===== config.mk =====
export PLATFORM = sky130hd
export DESIGN_NAME = cre_front
export DESIGN_NICKNAME = d
export VERILOG_FILES = /design/src/rtl/core/cre_pkg.sv /design/src/rtl/core/cre_front.sv
export SDC_FILE = /design/constraint.sdc
export NUM_CORES = 1
export LEC_CHECK = 0
export ABC_AREA = 1
export BUFFER_PORTS_ARGS = -buffer_cell sky130_fd_sc_hd__buf_2
export CORE_AREA = 4 4 104 106
export CTS_BUF_LIST = sky130_fd_sc_hd__clkbuf_2
export CTS_CLUSTER_SIZE = 8
export DETAILED_ROUTE_END_ITERATION = 6
export DIE_AREA = 0 0 108 110
export GPL_TIMING_DRIVEN = 0
export PLACE_DENSITY = 0.65
export SETUP_SLACK_MARGIN = 0.02
export SLEW_MARGIN = 20
export SYNTH_ARGS = -nofsm -noshare
export SYNTH_HDL_FRONTEND = slang
export SYNTH_SLANG_ARGS = --single-unit
export TNS_END_PERCENT = 10

===== constraint.sdc =====
create_clock -name clk -period 1.87 [get_ports clk]
set_input_delay 0.0935 -clock clk [delete_from_list [all_inputs] [get_ports clk]]
set_output_delay 0.0935 -clock clk [all_outputs]
set_load 0.1 [all_outputs]

===== src/rtl/core/cre_pkg.sv =====
`timescale 1ns / 1ps
// cre_pkg: shared constants and the queue word type for the Catmull-Rom chain evaluator.
// No dependencies.
package cre_pkg;

	localparam int COORD_BITS     = 32;
	localparam int TIME_FRAC_BITS = 16;
	localparam int TIME_BITS      = 24;
	localparam int SEG_BITS       = TIME_BITS - TIME_FRAC_BITS;
	localparam int IDX_BITS       = 8;
	localparam int CFG_BITS       = 8;
	localparam int U_BITS         = TIME_FRAC_BITS + 1;
	localparam int DEF_MAX_POINTS = 256;
	localparam int QUEUE_DEPTH    = 4;

	localparam logic OP_WRITE = 1'b0;
	localparam logic OP_EVAL  = 1'b1;

	// one queued word: either a table write or a classified evaluation
	typedef struct packed {
		logic                  is_write;
		logic [IDX_BITS-1:0]   idx;
		logic [COORD_BITS-1:0] x;
		logic [COORD_BITS-1:0] y;
		logic [COORD_BITS-1:0] z;
		logic [SEG_BITS-1:0]   seg;
		logic [U_BITS-1:0]     u;
		logic                  clamped;
		logic                  no_segs;
	} cre_item_t;

endpackage


===== src/rtl/core/cre_front.sv =====
`timescale 1ns / 1ps
// cre_front: segment count register and classification of incoming words.
// Depends on cre_pkg.
module cre_front import cre_pkg::*; (
	input  logic                  clk,
	input  logic                  arst_n,
	input  logic                  cfg_we,
	input  logic [CFG_BITS-1:0]   cfg_wdata,
	input  logic                  op,
	input  logic [IDX_BITS-1:0]   point_index,
	input  logic [COORD_BITS-1:0] x_in,
	input  logic [COORD_BITS-1:0] y_in,
	input  logic [COORD_BITS-1:0] z_in,
	input  logic [TIME_BITS-1:0]  eval_time,
	output cre_item_t             item
);

	logic [CFG_BITS-1:0] num_segs_q;
	logic [SEG_BITS-1:0] seg_raw;

	always_ff @(posedge clk or negedge arst_n) begin
		if (!arst_n) begin
			num_segs_q <= '0;
		end else if (cfg_we) begin
			num_segs_q <= cfg_wdata;
		end
	end

	assign seg_raw = eval_time[TIME_BITS-1:TIME_FRAC_BITS];

	always_comb begin
		item          = '0;
		item.is_write = (op == OP_WRITE);
		item.idx      = point_index;
		item.x        = x_in;
		item.y        = y_in;
		item.z        = z_in;
		item.no_segs  = (num_segs_q == '0);
		// past the last segment: evaluate the last one at t = 1
		if (CFG_BITS'(seg_raw) >= num_segs_q) begin
			item.seg     = SEG_BITS'(num_segs_q - CFG_BITS'(1));
			item.u       = U_BITS'(1) << TIME_FRAC_BITS;
			item.clamped = !item.no_segs;
		end else begin
			item.seg     = seg_raw;
			item.u       = {1'b0, eval_time[TIME_FRAC_BITS-1:0]};
			item.clamped = 1'b0;
		end
	end

endmodule


* Word level (Yosys, flattened, before mapping)
Cells that the tools add are included. W data, S select, Z words.
Cells by class: add/sub/neg operators 1, order comparisons 1, multiplexer cells 1, bitwise operators 1, reduce and logical (&&, ||, !) cells 2
Operators with widths (count):
- $mux W26 | 1
- $ge A8 B8 Y1 | 1
- $logic_not A8 Y1 | 1
- $sub A8 B1 Y8 const B | 1
- $logic_not A1 Y1 | 1
- $not A1 Y1 | 1
Storage, ports and cells: register bits 8, word-level logic and storage cells 7

* Depth between registers and ports, before layout
Gate-level depths: netlist (run 1).
depth after elaboration 3, mapped depth 12

* Worst setup path after synthesis (run 1)
Ideal clock, no wire load.
path kind register -> output, start point reg num_segs_q[3], end point out item[2] (netlist bit), arrival time 2.679 ns, data required time 1.776 ns, slack -0.903 ns, cell stages (with the launch flop) 11, buffers on the path 1, path through dfrtp_1 clkinv_1 ha_1 nand2_1 inv_1 nand2_1 nand2_1 nand2_2 nand3_4 buf_6 nor2_1
RTL lines:
- start, declared | line cre_front.sv:18 | logic [CFG_BITS-1:0] num_segs_q;
- start signal, assigned | line cre_front.sv:25 | num_segs_q <= cfg_wdata;
- end, declared | line cre_front.sv:15 | output cre_item_t item

==> metrics.md, run 1 <==
| Metric | Value |
|---|---|
| Arrival time at the worst endpoint | ~1.9 ns |
| Number of synthesized flops with an enable pin | 0 |
| Avg WL per Cell | 12.0 um |
| First-pass GRT wire length | 9.60 mm |
| #FFs+latches synth | 8 |
| Most frequent cells in the layout | 140 x buf_2, 123 x buf_4, 29 x nand2_1, 29 x buf_12, 26 x inv_1 |
| TritonCTS clock tree | built |
| Highest Clock Rate | 497 MHz |
| Iteration-0 DRC Markers | 52 |
| Internal Power | between 0.001 and 0.0015 W |
| Max VDD drop | 0.341 mV |
| Relative slew slack | between 60% and 70% |
| Worst Setup End Kind | output port |
| Final Skew | 0 ns |
| Drt total wl | roughly 7 mm |
| P_sw | 0.00205 W |
| TritonRoute pass-1 iters | 4 |
| Initial antenna violation count | 1 |
| Synth Flop Type | dfrtp_1 |
| Biggest regs | num_segs_q (8) |
| Final net count | about 600 |
| Critical Path Max Stage Delay | 0.38 ns |
| Synth warnings | 0 |
| Root buffer cell | clkbuf_2 |
| Setup_tns | -2.90 ns |
| Max-slew violations | 0 |
| Critical Path Most Common Cell | nand2_1 |
| Via count of the routed design | 2,182 |
| Max reg flops | 8 |
| Hold Path Class | in -> reg |
| RD Place Congestion | 0.793 |
| Violated checks | setup timing |
| Buffers and inverters on the worst path | 3 |
| Cell leakage power | 2.04 nW |
| Async S/R FF share, synth | 100% |
| Die W | 108 um |
| FP Rows | 36 |
| Hold Vio Cnt, Final | 0 |
| Top reg by flops | num_segs_q |
| H-tree depth | 1 |
| Worst Path Max Fanout | 5 |
| GR Util All Layers | 9.88% |
| Core area | 9770 um^2 |
| Max Cap Violations | 0 |
| Synth top area share | 44.9% |
| I/O Buffers | between 150 and 200 |
| Crit share post-route | 108% |
| Slew @ Worst Pin | 0.496 ns |
| Run status | complete, but fails checks |
| Min cycle time layout | 2.01 ns |
| Routed Antenna Nets | 0 |
| Worst EP required | 1.78 ns |
| Pin count of the biggest net entering global routing | 11 |
| Worst skew pair latency | 0.22 ns |
| Number of remaining DRC errors | 0 |
| Die area | 11,900 um^2 |
| CP max-delay cell | dfrtp_1 |
| Sw frac | 66.3% |
| Ports | 272 |
| Top cells by area, synth | buf_4 45%, dfrtp_1 12%, nand2_1 9.3% |
| Crit path max-delay family | simple AND/OR/NAND/NOR gates |
| Die height | 110 um |
| CTS clk-pin slew, worst paths | 0.07 ns |
| Avg Cell Area, Syn | just under 7 um^2 |
| CTS buffer count | 3 |
| Cells after Synth | approximately 260 |
| Endpoints failing setup | 26 |
| Area growth syn-to-layout | 108% |
| Fillers | 992 |
| Worst Setup Start Kind | flip-flop |
| Clock Sinks | 8 |
| Mapped Area | between 1500 and 2000 um^2 |
| CTS max path bufs | 2 |
| Share of cells above drive strength 1 | 77.9% |
| Pwr Density | 854 nW/um^2 |
| Synth cell types | 19 |
| Diode count | 0 |
| Sequential share of power | 6.4% |
| Final Util | 37.0% |
| Grt total ovfl | 0 |
| Comb power frac | 90.5% |
| Worst Slack Setup Final | -0.141 ns |
| Vias in the first global route | 2,120 |
| Kind of critical path | reg -> out |
| Starting Density | around 18% |
| Seq/Total Area, Yosys | a little under an eighth |
| Synth Net Count | 406 |
| Vias per cell | 3.76 |
| DP HPWL | 5.68 mm |
| Yosys top cell by area | buf_4 |
| Worst path cell trace | inv_2 > ha_4 > nand2_2 > nor2_4 > nand2_4 > nand3_4 > buf_4 > nand2_1 > nand2_1 > buf_12 |
| Commonest non-fill, non-tap cell in the layout | buf_2 |
| RSZ-0062 raised after global routing | true |
| Clock power frac | 3.1% |
==> logic make-up (layout without fill, tap and decap cells) <==
group / Yosys count / in the layout / synth area share [%]
flops: 8 / 8 / 11.5
xor+xnor: 3 / 3 / 1.51
fa+ha+maj: 10 / 10 / 7.19
compound gates: 12 / 12 / 3.59
buf+inv: 141 / 332 / 53.7
simple gates: 82 / 82 / 22.5
==> Yosys cell counts (all sizes together), types with 2 or more instances <==
cell type,instances
a21oi,2
buf,106
clkinv,2
dfrtp,8
ha,10
inv,32
nand2,45
nand3,5
nand4,11
nor2,21
o21ai,9
xor2,3
==> cell type report <==
class | count | area (um^2) | share of cell area, %
multi-input cells | 107 | 848 | 23.5
clock buffers | 3 | 15.0 | 0.416
inverters | 34 | 138 | 3.81
flip-flops and latches | 8 | 200 | 5.54
plain buffers | 107 | 825 | 22.8
well taps | 133 | 166 | 4.61
repair buffers | 188 | 1420 | 39.3
==> worst paths after layout <==
kind / startpoint / end / slack [ns] / cells after the start
min in group asynchronous: arst_n / num_segs_q[3] / 0.24 / 2
max in group asynchronous: arst_n / num_segs_q[7] / 1.46 / 2
max: num_segs_q[6] / item[26] / -0.14 / 10
min: cfg_wdata[3] / num_segs_q[3] / 0.08 / 3
max reg2reg: num_segs_q[3] / num_segs_q[3] / 0.93 / 4
min reg2reg: num_segs_q[0] / num_segs_q[0] / 0.64 / 2
==> metrics by stage <==
step	area (um^2)	power (W)	instances	setup WS [ns]	hold WS, ns
after floorplan	1930	0.00223	256	-0.134	-0.202
after global routing	3610	0.00320	580	-0.273	0.0727
after CTS	3550	0.00306	575	-0.162	0.0630
after global placement	2930	0.00251	556	-0.307	-0.0578
after detailed placement	2930	0.00253	556	-0.340	-0.0564
final	3610	0.00309	580	-0.141	0.0784
==> what timing repair did <==
item,4_1_cts,5_1_grt
buffers inserted,14,5
cloned,1,0
hold buffers,1,0
resized for setup,122,8
hold endpoints to repair,8,0
pin swaps,8,7
setup endpoints to repair,26,27
==> worst register-to-register path: cells and delay by family (launching register included) <==
| kind | cells | cell delay, ns |
|---|---|---|
| AOI/OAI and AO/OA | 1 | 0.13 |
| buffers and inverters | 3 | 0.36 |
| DFF | 1 | 0.38 |
==> metal layers <==
layer	global-route usage, %	part of all wire, %	vias up
li1	-	-	1062
met1	10.9	32	947
met2	18.9	54	157
met3	1.92	11	14
met4	3.16	1.7	2
met5	0	0.29	-
==> power groups by stage <==
| stage | combinational, W | sequential (W) | clock, W |
|---|---|---|---|
| finish | 0.00279 | 0.000199 | 0.0000949 |
| global route | 0.00289 | 0.000200 | 0.000113 |
| CTS | 0.00276 | 0.000198 | 0.000102 |
| detailed placement | 0.00233 | 0.000201 | 0 |
| global placement | 0.00231 | 0.000200 | 0 |
| floorplan | 0.00203 | 0.000199 | 0 |
No activity file was read; power rests on OpenSTA's default activity.
==> run 2, diff against run 1 <==
- ABC_AREA: 1 -> not set
- PLACE_DENSITY: 0.65 -> 0.64
==> run 2 against run 1 <==
- the run still ends with setup timing left
- largest power group unchanged
- routed wire length grew 3.3%
- sequential share of layout area grew 0.87 points
- core utilization shrank 4.6 points
- sequential power grew 3%
- critical endpoint is now item[24]
- hold slack gained 0.0067 ns
- design area shrank 12%
- clock power grew 1%
- sequential cell count is the same
- final cell count shrank 12%
- non-clock buffer count shrank 17
- global-route usage grew 0.31 points
==> metrics.md, run 2 <==
| Metric | Value |
|---|---|
| H-tree depth | 1 |
| I/O Buffers | 167 |
| Routed Antenna Nets | 0 |
| Count leader, synth | buf_4 |
| Kind of critical path | reg -> out |
| Worst Setup Start Kind | flip-flop |
| Highest Clock Rate | 414 MHz |
| Max Cap Violations | 0 |
| GR peak layer | met2 |
| Synth top area share | 47.7% |
| Iteration-0 DRC Markers | 37 |
| Run status | complete, but fails checks |
| Worst skew pair latency | 0.23 ns |
| Yosys top cell by area | buf_4 |
| Drt total wl | 7.21 mm |
| Max-slew violations | 0 |
| Ports | 272 |
| Top cells by area, synth | buf_4 48%, dfrtp_1 12%, ha_1 7.7% |
| GR Util All Layers | between 10 and 15% |
| DP HPWL | 6.28 mm |
| CTS max path bufs | 2 |
| Pwr Density | 896 nW/um^2 |
| Avg WL per Cell | 14.1 um |
| Hold Vio Cnt, Final | 0 |
| Critical Path Max Stage Delay | 0.44 ns |
| Seq/Total Area, Yosys | 12.2% |
| Worst path cell trace | ha_4 > nand2b_4 > a2111o_1 > a31oi_4 > buf_12 > inv_12 > mux2_4 > buf_12 |
| Buffers and inverters on the worst path | 3 |
| Final net count | 529 |
| Initial antenna violation count | 3 |
| Violated checks | setup timing |
| Clock Sinks | 8 |
| Met2 Usage GRT | a little over a fifth |
| Worst hold slack | between 0.08 and 0.09 ns |
| Via count of the routed design | 1,857 |
| Endpoints failing setup | 26 |
| Synth cell types | 25 |
| Hold Path Class | in -> reg |
| Synth warnings | 0 |
| Synth Net Count | 352 |
| Root buffer cell | clkbuf_2 |
| Die W | around 110 um |
| Global routing usage on met3 | 4.83% |
| RD Place Congestion | 0.750 |
| TritonCTS clock tree | built |
| Worst Slack Setup Final | -0.543 ns |
| Async S/R FF share, synth | 100% |
| Vias in the first global route | 1,886 |
| Cells after Synth | 202 |
| Synth Flop Type | dfrtp_1 |
| Die area | ~12,000 um^2 |
| Core area | approximately 10000 um^2 |
| Vias per cell | 3.63 |
| Final Non-Filler Cells | 511 |
| Pin count of the biggest net entering global routing | 11 |
| Placed instance area | 2680 um^2 |
| Inst Count DP | 502 |
| Relative slew slack | 66.4% |
| Commonest non-fill, non-tap cell in the layout | buf_2 |
| TritonRoute pass-1 iters | 4 |
| Max reg flops | 8 |
| CTS clk-pin slew, worst paths | 0.08 ns |
| Final Util | around 32% |
| Area growth syn-to-layout | 93.4% |
| Min cycle time layout | ~2.4 ns |
| Share of cells above drive strength 1 | 82.8% |
| Avg Cell Area, Syn | ~8 um^2 |
| Max VDD drop | between 0.3 and 0.4 mV |
| Number of remaining DRC errors | 0 |
| Starting Density | between 15 and 20% |
| Grt total ovfl | 0 |
| CP max-delay cell | a2111o_1 |
| GR Util met1 | roughly 8.6% |
| Slew @ Worst Pin | between 0.5 and 0.6 ns |
| Number of synthesized flops with an enable pin | 0 |
| Mapped Area | 1640 um^2 |
| Worst Setup End Kind | output port |
| RSZ-0062 raised after global routing | true |
| Critical Path Most Common Cell | buf_12 |
| Worst EP required | 1.78 ns |
| Top reg by flops | num_segs_q |
| Arrival time at the worst endpoint | between 2 and 2.5 ns |
| Final non-filler cell area | 3160 um^2 |
| Crit share post-route | 129% |
| Most frequent cells in the layout | 141 x buf_2, 109 x buf_4, 25 x buf_12 |
| CTS buffer count | 3 |
| Crit path max-delay family | compound AO/OA/AOI/OAI gates |
| Biggest regs | num_segs_q (8) |
| Cell leakage power | around 1.8 nW |
| Final Power | 0.00283 W |
| Final Skew | 0 ns |
| First-pass GRT wire length | about 9.4 mm |
| Top post-synthesis cells by count | 104 x buf_4, 11 x inv_1, 11 x nand2_1 |
| Die height | 110 um |
| Worst Path Max Fanout | 9 |
| FP Rows | 36 |
| #FFs+latches synth | 8 |
run 2: changes by cell type in the layout (fill, tap and decap cells not counted), moves of 6 or more:
cell | previous run | this run
and2_2 | 0 | 9
and2_4 | 0 | 7
buf_4 | 123 | 109
inv_1 | 26 | 10
mux2_4 | 0 | 6
nand2_1 | 29 | 11
nand2_2 | 12 | 0
nand4_1 | 11 | 0
nor2_4 | 18 | 0
run 2: kinds of logic (layout without fill, tap and decap cells):
| logic type | after synthesis | after routing | share of synthesized area [%] |
|---|---|---|---|
| buffers and inverters | 118 | 293 | 51.3 |
| multiplexers | 8 | 8 | 6.73 |
| adder cells (fa/ha/maj) | 10 | 10 | 7.65 |
| AO/OA/AOI/OAI | 14 | 14 | 5.66 |
| XOR/XNOR | 6 | 6 | 3.21 |
| AND/OR/NAND/NOR | 38 | 38 | 13.2 |
| other | 0 | 1 | 0 |
| flip-flops | 8 | 8 | 12.2 |
run 2: repair_timing:
item,in CTS,in global routing
buffers inserted,2,3
hold buffers,1,0
endpoints found under the hold margin,8,0
resized for setup,102,13
endpoints found under the setup margin,27,27
gates cloned,0,0
pin swaps,1,6
run 2: where the power goes:
group | switching [W] | internal, W | total, W
clock network | 0.0000523 | 0.0000437 | 0.0000959
registers | 0.0000148 | 0.000189 | 0.000204
logic | 0.00182 | 0.000719 | 0.00253
run 2: path summary, 6_finish.rpt:
path                               start             to  slack [ns]  depth (start not counted)
max                        num_segs_q[0]       item[24]       -0.54                          8
min                         cfg_wdata[7]  num_segs_q[7]        0.09                          3
max reg2reg                num_segs_q[0]  num_segs_q[0]        0.90                          3
min reg2reg                num_segs_q[7]  num_segs_q[7]        0.62                          2
max in group asynchronous         arst_n  num_segs_q[0]        1.45                          2
min in group asynchronous         arst_n  num_segs_q[7]        0.24                          2
run 2: final cells by class:
cell class | instances | area [um^2]
Inverter | 12 | 57.6
Antenna cell | 1 | 2.50
Tap cell | 133 | 166
Clock buffer | 3 | 15.0
Sequential cell | 8 | 203
Multi-Input combinational cell | 76 | 669
Buffer | 105 | 785
Fill cell | 1036 | 6610
Timing Repair Buffer | 173 | 1260
run 2: worst reg2reg max path: cells and delay by family, from the launching register on:
kind	cells	cell delay, ns
AOI/OAI and AO/OA	1	0.12
buffers and inverters	2	0.29
DFF	1	0.43
run 2: metrics by stage:
step                      setup TNS (ns)  setup slack, ns
after floorplan                    -8.78           -0.542
after global placement            -13.55           -0.642
after detailed placement          -14.74           -0.702
after CTS                         -12.64           -0.607
after global routing              -13.23           -0.613
final                             -11.13           -0.543
run 2: metal layers:
layer / routed length [um] / share of wire [%]
met5: 34 / 0.47
met4: 38 / 0.53
met3: 1030 / 14
met2: 4170 / 58
met1: 1940 / 27
