==> config.mk <==
export PLATFORM = sky130hd
export DESIGN_NAME = cre_queue
export DESIGN_NICKNAME = d
export VERILOG_FILES = /design/src/rtl/core/cre_pkg.sv /design/src/rtl/core/cre_queue.sv
export SDC_FILE = /design/constraint.sdc
export NUM_CORES = 1
export LEC_CHECK = 0
export ABC_AREA = 1
export BUFFER_PORTS_ARGS = -buffer_cell sky130_fd_sc_hd__buf_2
export CORE_ASPECT_RATIO = 0.75
export CORE_MARGIN = 3
export CORE_UTILIZATION = 50
export DETAILED_ROUTE_END_ITERATION = 8
export GPL_ROUTABILITY_DRIVEN = 0
export GPL_TIMING_DRIVEN = 0
export PLACE_DENSITY = 0.8
export SLEW_MARGIN = 40
export SYNTH_ARGS = -nofsm -noshare
export SYNTH_HDL_FRONTEND = slang
export SYNTH_SLANG_ARGS = --single-unit
==> constraint.sdc <==
create_clock -name clk -period 4.9 [get_ports clk]
set_input_delay 0.49 -clock clk [delete_from_list [all_inputs] [get_ports clk]]
set_output_delay 0.49 -clock clk [all_outputs]
set_load 0.01 [all_outputs]
==> src/rtl/core/cre_pkg.sv <==
`timescale 1ns / 1ps
// cre_pkg: shared constants and the queue word type for the Catmull-Rom chain evaluator.
// No dependencies.
package cre_pkg;

	localparam int COORD_BITS     = 32;
	localparam int TIME_FRAC_BITS = 16;
	localparam int TIME_BITS      = 24;
	localparam int SEG_BITS       = TIME_BITS - TIME_FRAC_BITS;
	localparam int IDX_BITS       = 8;
	localparam int CFG_BITS       = 8;
	localparam int U_BITS         = TIME_FRAC_BITS + 1;
	localparam int DEF_MAX_POINTS = 256;
	localparam int QUEUE_DEPTH    = 4;

	localparam logic OP_WRITE = 1'b0;
	localparam logic OP_EVAL  = 1'b1;

	// one queued word: either a table write or a classified evaluation
	typedef struct packed {
		logic                  is_write;
		logic [IDX_BITS-1:0]   idx;
		logic [COORD_BITS-1:0] x;
		logic [COORD_BITS-1:0] y;
		logic [COORD_BITS-1:0] z;
		logic [SEG_BITS-1:0]   seg;
		logic [U_BITS-1:0]     u;
		logic                  clamped;
		logic                  no_segs;
	} cre_item_t;

endpackage

==> src/rtl/core/cre_queue.sv <==
`timescale 1ns / 1ps
// cre_queue: short FIFO between the classifier and the evaluation pipeline.
// Depends on cre_pkg.
module cre_queue import cre_pkg::*; (
	input  logic      clk,
	input  logic      arst_n,
	input  logic      push,
	input  cre_item_t push_word,
	input  logic      pop,
	output cre_item_t pop_word,
	output logic      full,
	output logic      empty
);

	localparam int PW = $clog2(QUEUE_DEPTH);

	cre_item_t       buf_q [QUEUE_DEPTH];
	logic [PW-1:0]   wr_ptr_q;
	logic [PW-1:0]   rd_ptr_q;
	logic [PW:0]     count_q;

	assign full     = (count_q == (PW+1)'(QUEUE_DEPTH));
	assign empty    = (count_q == '0);
	assign pop_word = buf_q[rd_ptr_q];

	always_ff @(posedge clk) begin
		if (push) begin
			buf_q[wr_ptr_q] <= push_word;
		end
	end

	always_ff @(posedge clk or negedge arst_n) begin
		if (!arst_n) begin
			wr_ptr_q <= '0;
			rd_ptr_q <= '0;
			count_q  <= '0;
		end else begin
			if (push) wr_ptr_q <= wr_ptr_q + PW'(1);
			if (pop)  rd_ptr_q <= rd_ptr_q + PW'(1);
			if (push && !pop)      count_q <= count_q + (PW+1)'(1);
			else if (pop && !push) count_q <= count_q - (PW+1)'(1);
		end
	end

endmodule

== Word-level counts from Yosys, hierarchy flattened ==
Memory sizes are Yosys's and may differ from the RTL's.
Cells that the tools add are included.
Widths: inputs -> output; s select.

* Input port bits: 136
* ROM bits: 0
* Output and inout bits: 134
* Memory bits (writable): 528
* Register bits after elaboration: 7
* Word-level logic and storage cells: 19
* Latch bits: 0
* Memories kept: 1

* Mux-type cells: 4
* $mul: 0
* $lt $le $gt $ge: 0
* Bitwise operators: 0
* Reduce and logical (&&, ||, !) cells: 6
* Add/subtract/negate cells: 4
* Equal/unequal tests: 1
* Shift operators: 0
* Divide/modulo/power cells: 0

{| class="wikitable"
|+ Memory list
! memory !! words !! bits a word !! read ports !! clocked after memory_dff !! wr ports !! line !! RTL
|-
| buf_q || 4 || 132 || 1 || 0 || 1 || cre_queue.sv:17 || <nowiki>cre_item_t buf_q [QUEUE_DEPTH];</nowiki>
|}

{| class="wikitable"
|+ Operator list
! cell !! count
|-
| $mux 3 || 2
|-
| $add 2x1->2 const B || 2
|-
| $add 3x1->3 const B || 1
|-
| $eq 3x3->1 const B || 1
|-
| $logic_not 3->1 || 1
|-
| $sub 3x1->3 const B || 1
|-
| $logic_and 1x1->1 || 2
|-
| $logic_not 1->1 || 2
|-
| $mux 1 || 2
|-
| $reduce_bool 2->1 || 1
|}

== Longest topological paths before layout ==
Gate-level depths: netlist of run 1.

* Depth after elaboration: 4
* Gate-level depth with buffers: 9
* Depth with buffers taken out: 9

== Least setup slack after synthesis of run 1 ==
Ideal clock, no wire load.

* Kind: input to register
* Start point: input push
* End point: memory buf_q[0][0] (netlist name), enable pin
* Required time: 4.415 ns
* Cell stages on the path: 3
* Setup slack: 1.073 ns
* Library setup time: 0.485 ns
* Buffers on the path: 1
* Arrival: 3.341 ns
* Path through: clkbuf_1 > nand2_1 > inv_1

* Cells in the longest elaborated chain, start to end: 2

{| class="wikitable"
|+ RTL lines
! element !! line !! RTL
|-
| from (decl) || cre_queue.sv:7 || <nowiki>input logic push,</nowiki>
|-
| $mux 1 || cre_queue.sv:27 || <nowiki>if (push) begin</nowiki>
|-
| $mux 1 (implied by the code) || cre_queue.sv:28 || <nowiki>buf_q[wr_ptr_q] <= push_word;</nowiki>
|-
| to (decl) || cre_queue.sv:17 ||
|}

Every way passes these cells.

==> flow_summary.json, run 1 <==
{
  "min_path_type": "input pin to flip-flop",
  "io_buffers": 269,
  "avgViaCountPerCell": 5.268,
  "hold_path_depth": 1,
  "reg2reg_slack_ns": 2.76,
  "worstReg2RegEnd": "buf_q[1][97]",
  "drc": 0,
  "first_global_vias": 13330,
  "clkTransAtPathRegs_ns": 0.06,
  "cts.sinks": 535,
  "overflow": 0,
  "max_freq_ghz": 0.3830,
  "hp-start": "push_word[7]",
  "cp.required_ns": 4.41,
  "fin_total_pwr_mw": 16.07,
  "synthFlopType": "edfxtp_1",
  "rsz0062_at_grt": "no",
  "start_util": 0.5095,
  "fp.dieH_um": 185.9,
  "ios": 270,
  "slew_violations": 0,
  "async_reset_ff_frac": 0.01308,
  "antenna_left": 0,
  "syn_to_final_growth_pct": 18.24,
  "synth_cells": 1588,
  "syn-cell-area_um2": 21590,
  "finalSetupTns_ns": 0,
  "maxCapViolCount": 0,
  "crit_fanout": 10,
  "drive_above_1_share": 0.2248,
  "cts_tree": "done",
  "tightest_slew_ns": 0.6404,
  "synth_area_leader_cell": "edfxtp_1",
  "post-route-min-period_ns": 2.611,
  "final_util": 0.6024,
  "synth_top_area_share": 0.7345,
  "slew-limit-headroom": 0.5731,
  "yosysMostFrequentCell": "edfxtp_1",
  "fillers": 3126,
  "yosysWarnings": 0,
  "grt_max_degree": 51,
  "placed_area_um2": 23900,
  "grt.total_usage": 0.2172,
  "cp-start-kind": "flip-flop",
  "status": "completed",
  "cts_buffers": 50,
  "ys_seq_area_frac": 0.7426,
  "p_leak_nw": 10.29,
  "clock_skew_ns": 0.01686,
  "vias": 13330,
  "arrival_ns": 2.12,
  "synth_common_cells": "edfxtp_1 (528), nand2_1 (409), inv_1 (275)",
  "power_density_nw_per_um2": 629.5,
  "whs_endpoint": "buf_q[3][7]",
  "synth_enable_flop_cells": 528,
  "rr_startpoint": "wr_ptr_q[1]",
  "rows": 65,
  "period_share": 0.5329,
  "finish.net_count": 2060,
  "cp-end-kind": "output pin",
  "dp_hpwl_mm": 32.21,
  "worstSetupPathType": "flip-flop to output pin",
  "drt_wl_total_mm": 50.69,
  "antenna_found_initial": 12,
  "die_area_um2": 45730,
  "drt_iter0_drc": 853,
  "clk_path_buf_depth": 3,
  "htreeDepth": 2,
  "irDropWorstVdd_uv": 420.4,
  "wl_per_cell_um": 20.04,
  "drtPass1Iterations": 5,
  "grt_pass1_wl_mm": 75.40,
  "yosys_register_bits": 535,
  "ys_types": 19,
  "synthTopCellsByArea": "edfxtp_1 (73%), o211ai_1 (9.2%), nand2_1 (7.1%)",
  "timing_hold_violations_final": 0,
  "cts_root_buf": "clkbuf_16",
  "design_area_um2": 25520,
  "setup_violations": 0,
  "die_w_um": 245.9,
  "clkLatencyLatePin_ns": 0.56,
  "postSynthAreaPerCell_um2": 13.59,
  "syn_nets": 1730,
  "core-area_um2": 42370,
  "worstRegToRegCells": 6
}
[flip-flops by register name (all words and copies together), names as in the netlist]
| register | count |
|---|---|
| buf_q | 528 |
| count_q | 3 |
| rd_ptr_q | 2 |
| wr_ptr_q | 2 |
[placed cells by master (no fill, tap or decap), types with 3 or more instances in the layout]
cell type	count
edfxtp_1	528
dfrtp_1	7
clkbuf_1	14
buf_4	13
diode_2	4
clkinvlp_4	5
clkbuf_16	51
buf_16	8
buf_2	278
inv_1	271
xor2_1	3
inv_8	4
nand2_1	409
o211ai_1	264
bufinv_16	5
ha_1	5
clkinv_1	8
buf_6	59
clkinv_2	10
[power breakdown]
part / internal (mW) / switching, mW
Combinational: 2.17 / 3.93
Sequential: 5.97 / 0.197
Clock: 2.17 / 1.63
[layer usage]
metal  part of all wire  global-route usage
met5             0.0015                   0
met4              0.021             0.05830
met3              0.080             0.04306
met2               0.50              0.3760
met1               0.40              0.2831
[through the flow]
step           setup WS (ns)  hold WS, ns  std cells
2_1_floorplan          1.073       0.1944       1588
3_3_place_gp          -1.176       0.3326       2426
3_5_place_dp           2.437       0.3371       2434
4_1_cts                2.208      0.09270       2526
5_1_grt                2.161       0.1004       2528
6_report               2.289       0.1350       2530
[cell families (layout without fill, tap and decap cells)]
family,count (synthesis),after routing,share of synthesized area
buffers and inverters,365,734,0.08781
other,0,4,0
xor gates and xnor gates,4,4,0.001623
adders and majority gates,6,6,0.003825
DFF,535,535,0.7426
AOI/OAI and AO/OA,265,265,0.09204
and+or+nand+nor,413,413,0.07210
[worst max-delay path, cell delays in order (launching register included)]
cell and delay, ns:
dfrtp_1 0.32, buf_4 0.18, clkbuf_1 0.52, o211ai_1 0.19, nand2_1 0.20, buf_2 0.17
[area by class of cell]
cell class,count,area [µm²],share of cell area
buffer,89,857.1,0.03358
clock buffer,59,1306,0.05118
timing repair buffer,278,1577,0.06176
inverter,276,1069,0.04186
clock inverter,32,302.8,0.01186
multi-input combinational,688,3661,0.1434
tap,569,711.9,0.02789
sequential,535,16030,0.6280
antenna,4,10.01,0.0003922
[worst max-delay path by stage]
| stage | startpoint | to | slack, ns | cells after the start |
|---|---|---|---|---|
| after floorplan | push | buf_q[0][0] | 1.07 | 3 |
| after global placement | push | buf_q[3][94] | -1.18 | 4 |
| after detailed placement | push | buf_q[1][96] | 2.44 | 6 |
| after CTS | rd_ptr_q[1] | pop_word[26] | 2.21 | 5 |
| after global routing | rd_ptr_q[1] | pop_word[26] | 2.16 | 5 |
| final | rd_ptr_q[1] | pop_word[26] | 2.29 | 5 |
[what timing repair did]
action	CTS	global route
resized for setup	0	0
hold buffers	1	0
buffers inserted	0	0
hold endpoints to repair	7	0
Power figures use the tool's default switching activity.
==> run 2: changes to the inputs <==
- PLACE_DENSITY: 0.8 -> 0.83
- clock period: 4.9 -> 2.2 ns (I/O delays scaled with it)
==> run 2 against run 1 <==
  * Clock-buffer cell count up 3
  * Setup slack worse by 2.3 ns
  * Register-to-register slack worse by 2.7 ns
  * Utilization up 4.8 points
  * Final cell count up 6.5%
  * Non-clock buffer count up 163
==> flow_summary.json, run 2 (synthesis results as in run 1) <==
{
  "arrival_ns": 1.97,
  "tightest_slew_ns": 0.4617,
  "final_common_cell": "edfxtp_1",
  "grt_pass1_wl_mm": 82.22,
  "cts_root_buf": "clkbuf_16",
  "drtPass1Iterations": 5,
  "p_leak_nw": 11.14,
  "fp.dieH_um": 185.9,
  "drc": 0,
  "status": "completed",
  "rsz0062_at_grt": "yes",
  "period_share": 0.9976,
  "clkTransAtPathRegs_ns": 0.06,
  "slew_violations": 0,
  "dpl.cell_count": 2455,
  "clock_skew_ns": 0.009334,
  "ios": 270,
  "cts.sinks": 535,
  "slew-limit-headroom": 0.6915,
  "vias": 14190,
  "rr_startpoint": "wr_ptr_q[1]",
  "worstSetupPathType": "flip-flop to output pin",
  "timing_hold_violations_final": 0,
  "final_cell_mix": "edfxtp_1 (528), nand2_1 (405), buf_2 (274)",
  "fin_total_pwr_mw": 37.27,
  "grt_max_degree": 25,
  "cts_buffers": 51,
  "drt_iter0_drc": 1054,
  "overflow": 0,
  "regMostFlops": "buf_q",
  "die_area_um2": 45730,
  "clkLatencyLatePin_ns": 0.57,
  "largest_reg_flops": 528,
  "hp-start": "push",
  "setup_violations": 0,
  "antenna_found_initial": 2,
  "drive_above_1_share": 0.2256,
  "rows": 65,
  "avgViaCountPerCell": 5.266,
  "cts_tree": "done",
  "drt_wl_total_mm": 55.01,
  "cp.required_ns": 1.98,
  "antenna_left": 0,
  "fillers": 2869,
  "irDropWorstVdd_uv": 873.1,
  "min_path_type": "input pin to flip-flop",
  "wl_per_cell_um": 20.42,
  "syn_to_final_growth_pct": 27.73,
  "largestRegisters": "buf_q (528), count_q (3)",
  "post-route-min-period_ns": 2.195,
  "crit_fanout": 10,
  "cp-start-kind": "flip-flop",
  "maxCapViolCount": 0,
  "finish.net_count": 2224,
  "power_density_nw_per_um2": 1352,
  "start_util": 0.5095,
  "core-area_um2": 42370,
  "fin_cells": 2694,
  "htreeDepth": 2,
  "grt.total_usage": 0.2362,
  "clk_path_buf_depth": 3,
  "dp_hpwl_mm": 33.85,
  "io_buffers": 269,
  "critPathLaunch": "rd_ptr_q[0]",
  "max_freq_ghz": 0.4557,
  "die_w_um": 245.9,
  "cp-end-kind": "output pin",
  "first_global_vias": 14480
}
run 2: layout make-up:
type | count | area (µm²) | area share
Clock buffer | 62 | 1328 | 0.04815
Antenna cell | 2 | 5.005 | 0.0001815
Clock inverter | 32 | 267.8 | 0.009711
Sequential cell | 535 | 16030 | 0.5814
Timing Repair Buffer | 441 | 3491 | 0.1266
Tap cell | 569 | 711.9 | 0.02582
Inverter | 276 | 1059 | 0.03839
Multi-Input combinational cell | 688 | 3681 | 0.1335
Buffer | 89 | 999.7 | 0.03626
run 2: metal layers:
metal  GRT usage  part of all wire
met5           0                 0
met4     0.07033             0.026
met3     0.03989             0.081
met2      0.4107              0.50
met1      0.3082              0.39
run 2: final timing paths:
kind / slack (ns) / cells past startpoint / to
min in group asynchronous: 0.61 / 3 / count_q[0]
hold reg to reg: 0.54 / 2 / count_q[2]
setup / recovery: 0.005 / 6 / pop_word[57]
hold / removal: 0.04 / 3 / count_q[0]
setup reg to reg: 0.09 / 7 / buf_q[1][82]
max in group asynchronous: 1.36 / 3 / count_q[2]
run 2: repair_timing:
item / CTS / global route
pin swaps: 0 / 45
setup endpoints to repair: 85 / 128
cloned: 0 / 1
hold endpoints to repair: 537 / 0
gates resized for setup: 7 / 41
setup buffers: 1 / 6
hold buffers: 135 / 0
run 2: critical path, cell delays in order (launching register included):
cell and delay (ns):
dfrtp_1 0.40, buf_12 0.16, buf_12 0.16, buf_6 0.15
o211ai_1 0.22, nand2_1 0.14, buf_2 0.16
run 2: through the flow:
| stage | setup WS (ns) | area (µm²) | util | TNS (ns) | hold WS (ns) |
|---|---|---|---|---|---|
| 3_5_place_dp | 0.03880 | 24380 | 0.5754 | 0 | 0.05940 |
| 2_1_floorplan | -0.8222 | 21620 | - | -428.95 | -0.07559 |
| 4_1_cts | -0.03211 | 27360 | 0.6456 | -0.1006 | 0.01495 |
| 6_report | 0.005385 | 27570 | 0.6507 | 0 | 0.03607 |
| 3_3_place_gp | -2.488 | 23680 | 0.5589 | -1289.08 | 0.05874 |
| 5_1_grt | -0.04799 | 27570 | 0.6507 | -0.5847 | 0.06948 |
run 2: where the power goes:
group	switching (mW)	internal (mW)	leakage [nW]
Clock	3.71	4.77	0.780
Sequential	0.465	13.3	4.93
Combinational	9.18	5.85	5.43
Total	13.4	23.9	11.1
==> run 3: changes to the inputs <==
- BUFFER_PORTS_ARGS: -buffer_cell sky130_fd_sc_hd__buf_2 -> default
- DONT_BUFFER_PORTS: default -> 1
- PLACE_DENSITY: 0.83 -> 0.78
==> run 3 against run 2 <==
  * Setup slack improved by 0.075 ns
  * Register-to-register slack about the same
  * Largest power group is now registers
  * Final cell count decreased by 10%
  * Sequential power about the same
  * Clock-buffer cell count decreased by 2
  * Maximum frequency increased by 3.6%
  * First-iteration DRC count increased by 11%
  * Sequential share of layout area increased by 3.3 points
  * Global-route usage decreased by 1.3 points
  * Largest cell class unchanged
  * Via count decreased by 7.9%
  * Routed wire length decreased by 5.5%
  * Worst hold slack improved by 0.027 ns
==> flow_summary.json, run 3 (synthesis results as in run 1) <==
{
  "status": "completed",
  "grt_pass1_wl_mm": 77.30,
  "drive_above_1_share": 0.1148,
  "worstSetupPathType": "flip-flop to flip-flop",
  "first_global_vias": 13060,
  "drt_wl_total_mm": 51.99,
  "fp.dieH_um": 185.9,
  "vias": 13070,
  "period_share": 0.9633,
  "slew-limit-headroom": 0.7192,
  "io_buffers": 0,
  "clkTransAtPathRegs_ns": 0.06,
  "die_area_um2": 45730,
  "antenna_found_initial": 5,
  "overflow": 0,
  "power_density_nw_per_um2": 1353,
  "syn_to_final_growth_pct": 20.96,
  "largest_reg_flops": 528,
  "cp-start-kind": "flip-flop",
  "start_util": 0.5095,
  "final_util": 0.6163,
  "die_w_um": 245.9,
  "clk_path_buf_depth": 3,
  "worstRegToRegCells": 7,
  "clkLatencyLatePin_ns": 0.56,
  "pwr-share-clk": 0.247,
  "setup_violations": 0,
  "holdWs_ns": 0.06274,
  "fillers": 3001,
  "rsz0062_at_grt": "no",
  "p_switching_mw": 12.75,
  "dp_hpwl_mm": 32.83,
  "core-area_um2": 42370,
  "arrival_ns": 2.43,
  "antenna_left": 0,
  "drc": 0,
  "tightest_slew_ns": 0.4203,
  "ios": 270,
  "seq_area_um2": 16030,
  "cts.sinks": 535,
  "hp-start": "push",
  "cp.required_ns": 2.51,
  "p_comb_frac": 0.364,
  "irDropWorstVdd_uv": 782.4,
  "cp-end-kind": "flip-flop",
  "maxCapViolCount": 0,
  "wl_per_cell_um": 21.49,
  "regMostFlops": "buf_q",
  "post-route-min-period_ns": 2.119,
  "final_cell_mix": "edfxtp_1 (528), nand2_1 (399), inv_1 (270)",
  "rr_startpoint": "wr_ptr_q[0]",
  "slew_violations": 0,
  "worstReg2RegEnd": "buf_q[3][93]",
  "min_path_type": "input pin to flip-flop",
  "cts_root_buf": "clkbuf_16",
  "finish.net_count": 1949,
  "final_common_cell": "edfxtp_1",
  "clock_skew_ns": 0.01887,
  "max_freq_ghz": 0.4719,
  "grt.total_usage": 0.2237,
  "rows": 65,
  "cts_tree": "done",
  "reg2reg_slack_ns": 0.08,
  "whs_endpoint": "wr_ptr_q[1]",
  "avgViaCountPerCell": 5.404,
  "cts_buffers": 50,
  "multi_input_area_um2": 3696,
  "switching_share": 0.3610,
  "htreeDepth": 2,
  "crit_fanout": 22,
  "largestRegisters": "buf_q (528), count_q (3)",
  "grt_max_degree": 23,
  "drtPass1Iterations": 5,
  "drt_iter0_drc": 1175,
  "internal_power_mw": 22.57,
  "seqPwrFrac": 0.389,
  "timing_hold_violations_final": 0,
  "p_leak_nw": 10.02,
  "hold_path_depth": 3
}
-- run 3: worst max path at each step --
| stage | start | end | depth (start not counted) |
|---|---|---|---|
| 3_5_place_dp | wr_ptr_q[0] | buf_q[0][96] | 8 |
| 6_report | wr_ptr_q[0] | buf_q[3][93] | 7 |
| 4_1_cts | rd_ptr_q[1] | pop_word[117] | 5 |
| 3_3_place_gp | wr_ptr_q[0] | buf_q[1][96] | 3 |
| 5_1_grt | rd_ptr_q[1] | pop_word[107] | 6 |
| 2_1_floorplan | wr_ptr_q[0] | buf_q[0][0] | 4 |
-- run 3: power groups by stage --
stage	sequential [mW]	clock, mW	combinational (mW)
floorplan	14.0	0	8.13
global placement	14.2	0	11.5
detailed placement	13.9	0	12.5
CTS	13.7	8.86	12.9
global route	13.8	9.32	14.0
finish	13.7	8.73	12.9
-- run 3: metrics by stage --
| stage | TNS (ns) | power (mW) | std cells | area (µm²) | setup slack [ns] |
|---|---|---|---|---|---|
| floorplan | -428.95 | 22.11 | 1588 | 21620 | -0.8222 |
| global placement | -1298.24 | 25.67 | 2157 | 22330 | -2.496 |
| detailed placement | -0.2133 | 26.45 | 2186 | 23040 | -0.01891 |
| CTS | 0 | 35.48 | 2416 | 26080 | 0.008915 |
| global route | 0 | 37.12 | 2419 | 26110 | 0.002599 |
| finish | 0 | 35.32 | 2419 | 26110 | 0.08082 |
-- run 3: what timing repair did --
item                                    CTS  global route
buffers inserted                          2             0
endpoints found under the setup margin   26            41
endpoints found under the hold margin   539             0
hold buffers                            136             0
gates cloned                              0             0
resized for setup                         4            13
-- run 3: cell type report --
cell class | count | area share
flip-flops and latches | 535 | 0.6139
multi-input cells | 688 | 0.1415
well taps | 569 | 0.02726
diodes | 3 | 0.0002875
repair buffers | 167 | 0.07964
inverters | 276 | 0.04035
clock inverters | 32 | 0.01332
plain buffers | 89 | 0.03354
clock buffers | 60 | 0.05017
-- run 3: layer usage --
layer,part of all wire,up-vias,wire length [µm],GRT usage
met4,0.024,4,1226,0.06207
met3,0.087,96,4508,0.05069
met2,0.50,556,25870,0.3861
li1,-,5993,-,-
met1,0.39,6423,20350,0.2873
met5,0.00052,-,27,0
-- run 3: critical path: stages, from the launching register on --
cell and delay, ns:
dfrtp_1 0.43, ha_2 0.19, nand2_2 0.07, clkinvlp_4 0.34
buf_16 0.30, buf_16 0.17, buf_12 0.17, buf_12 0.18
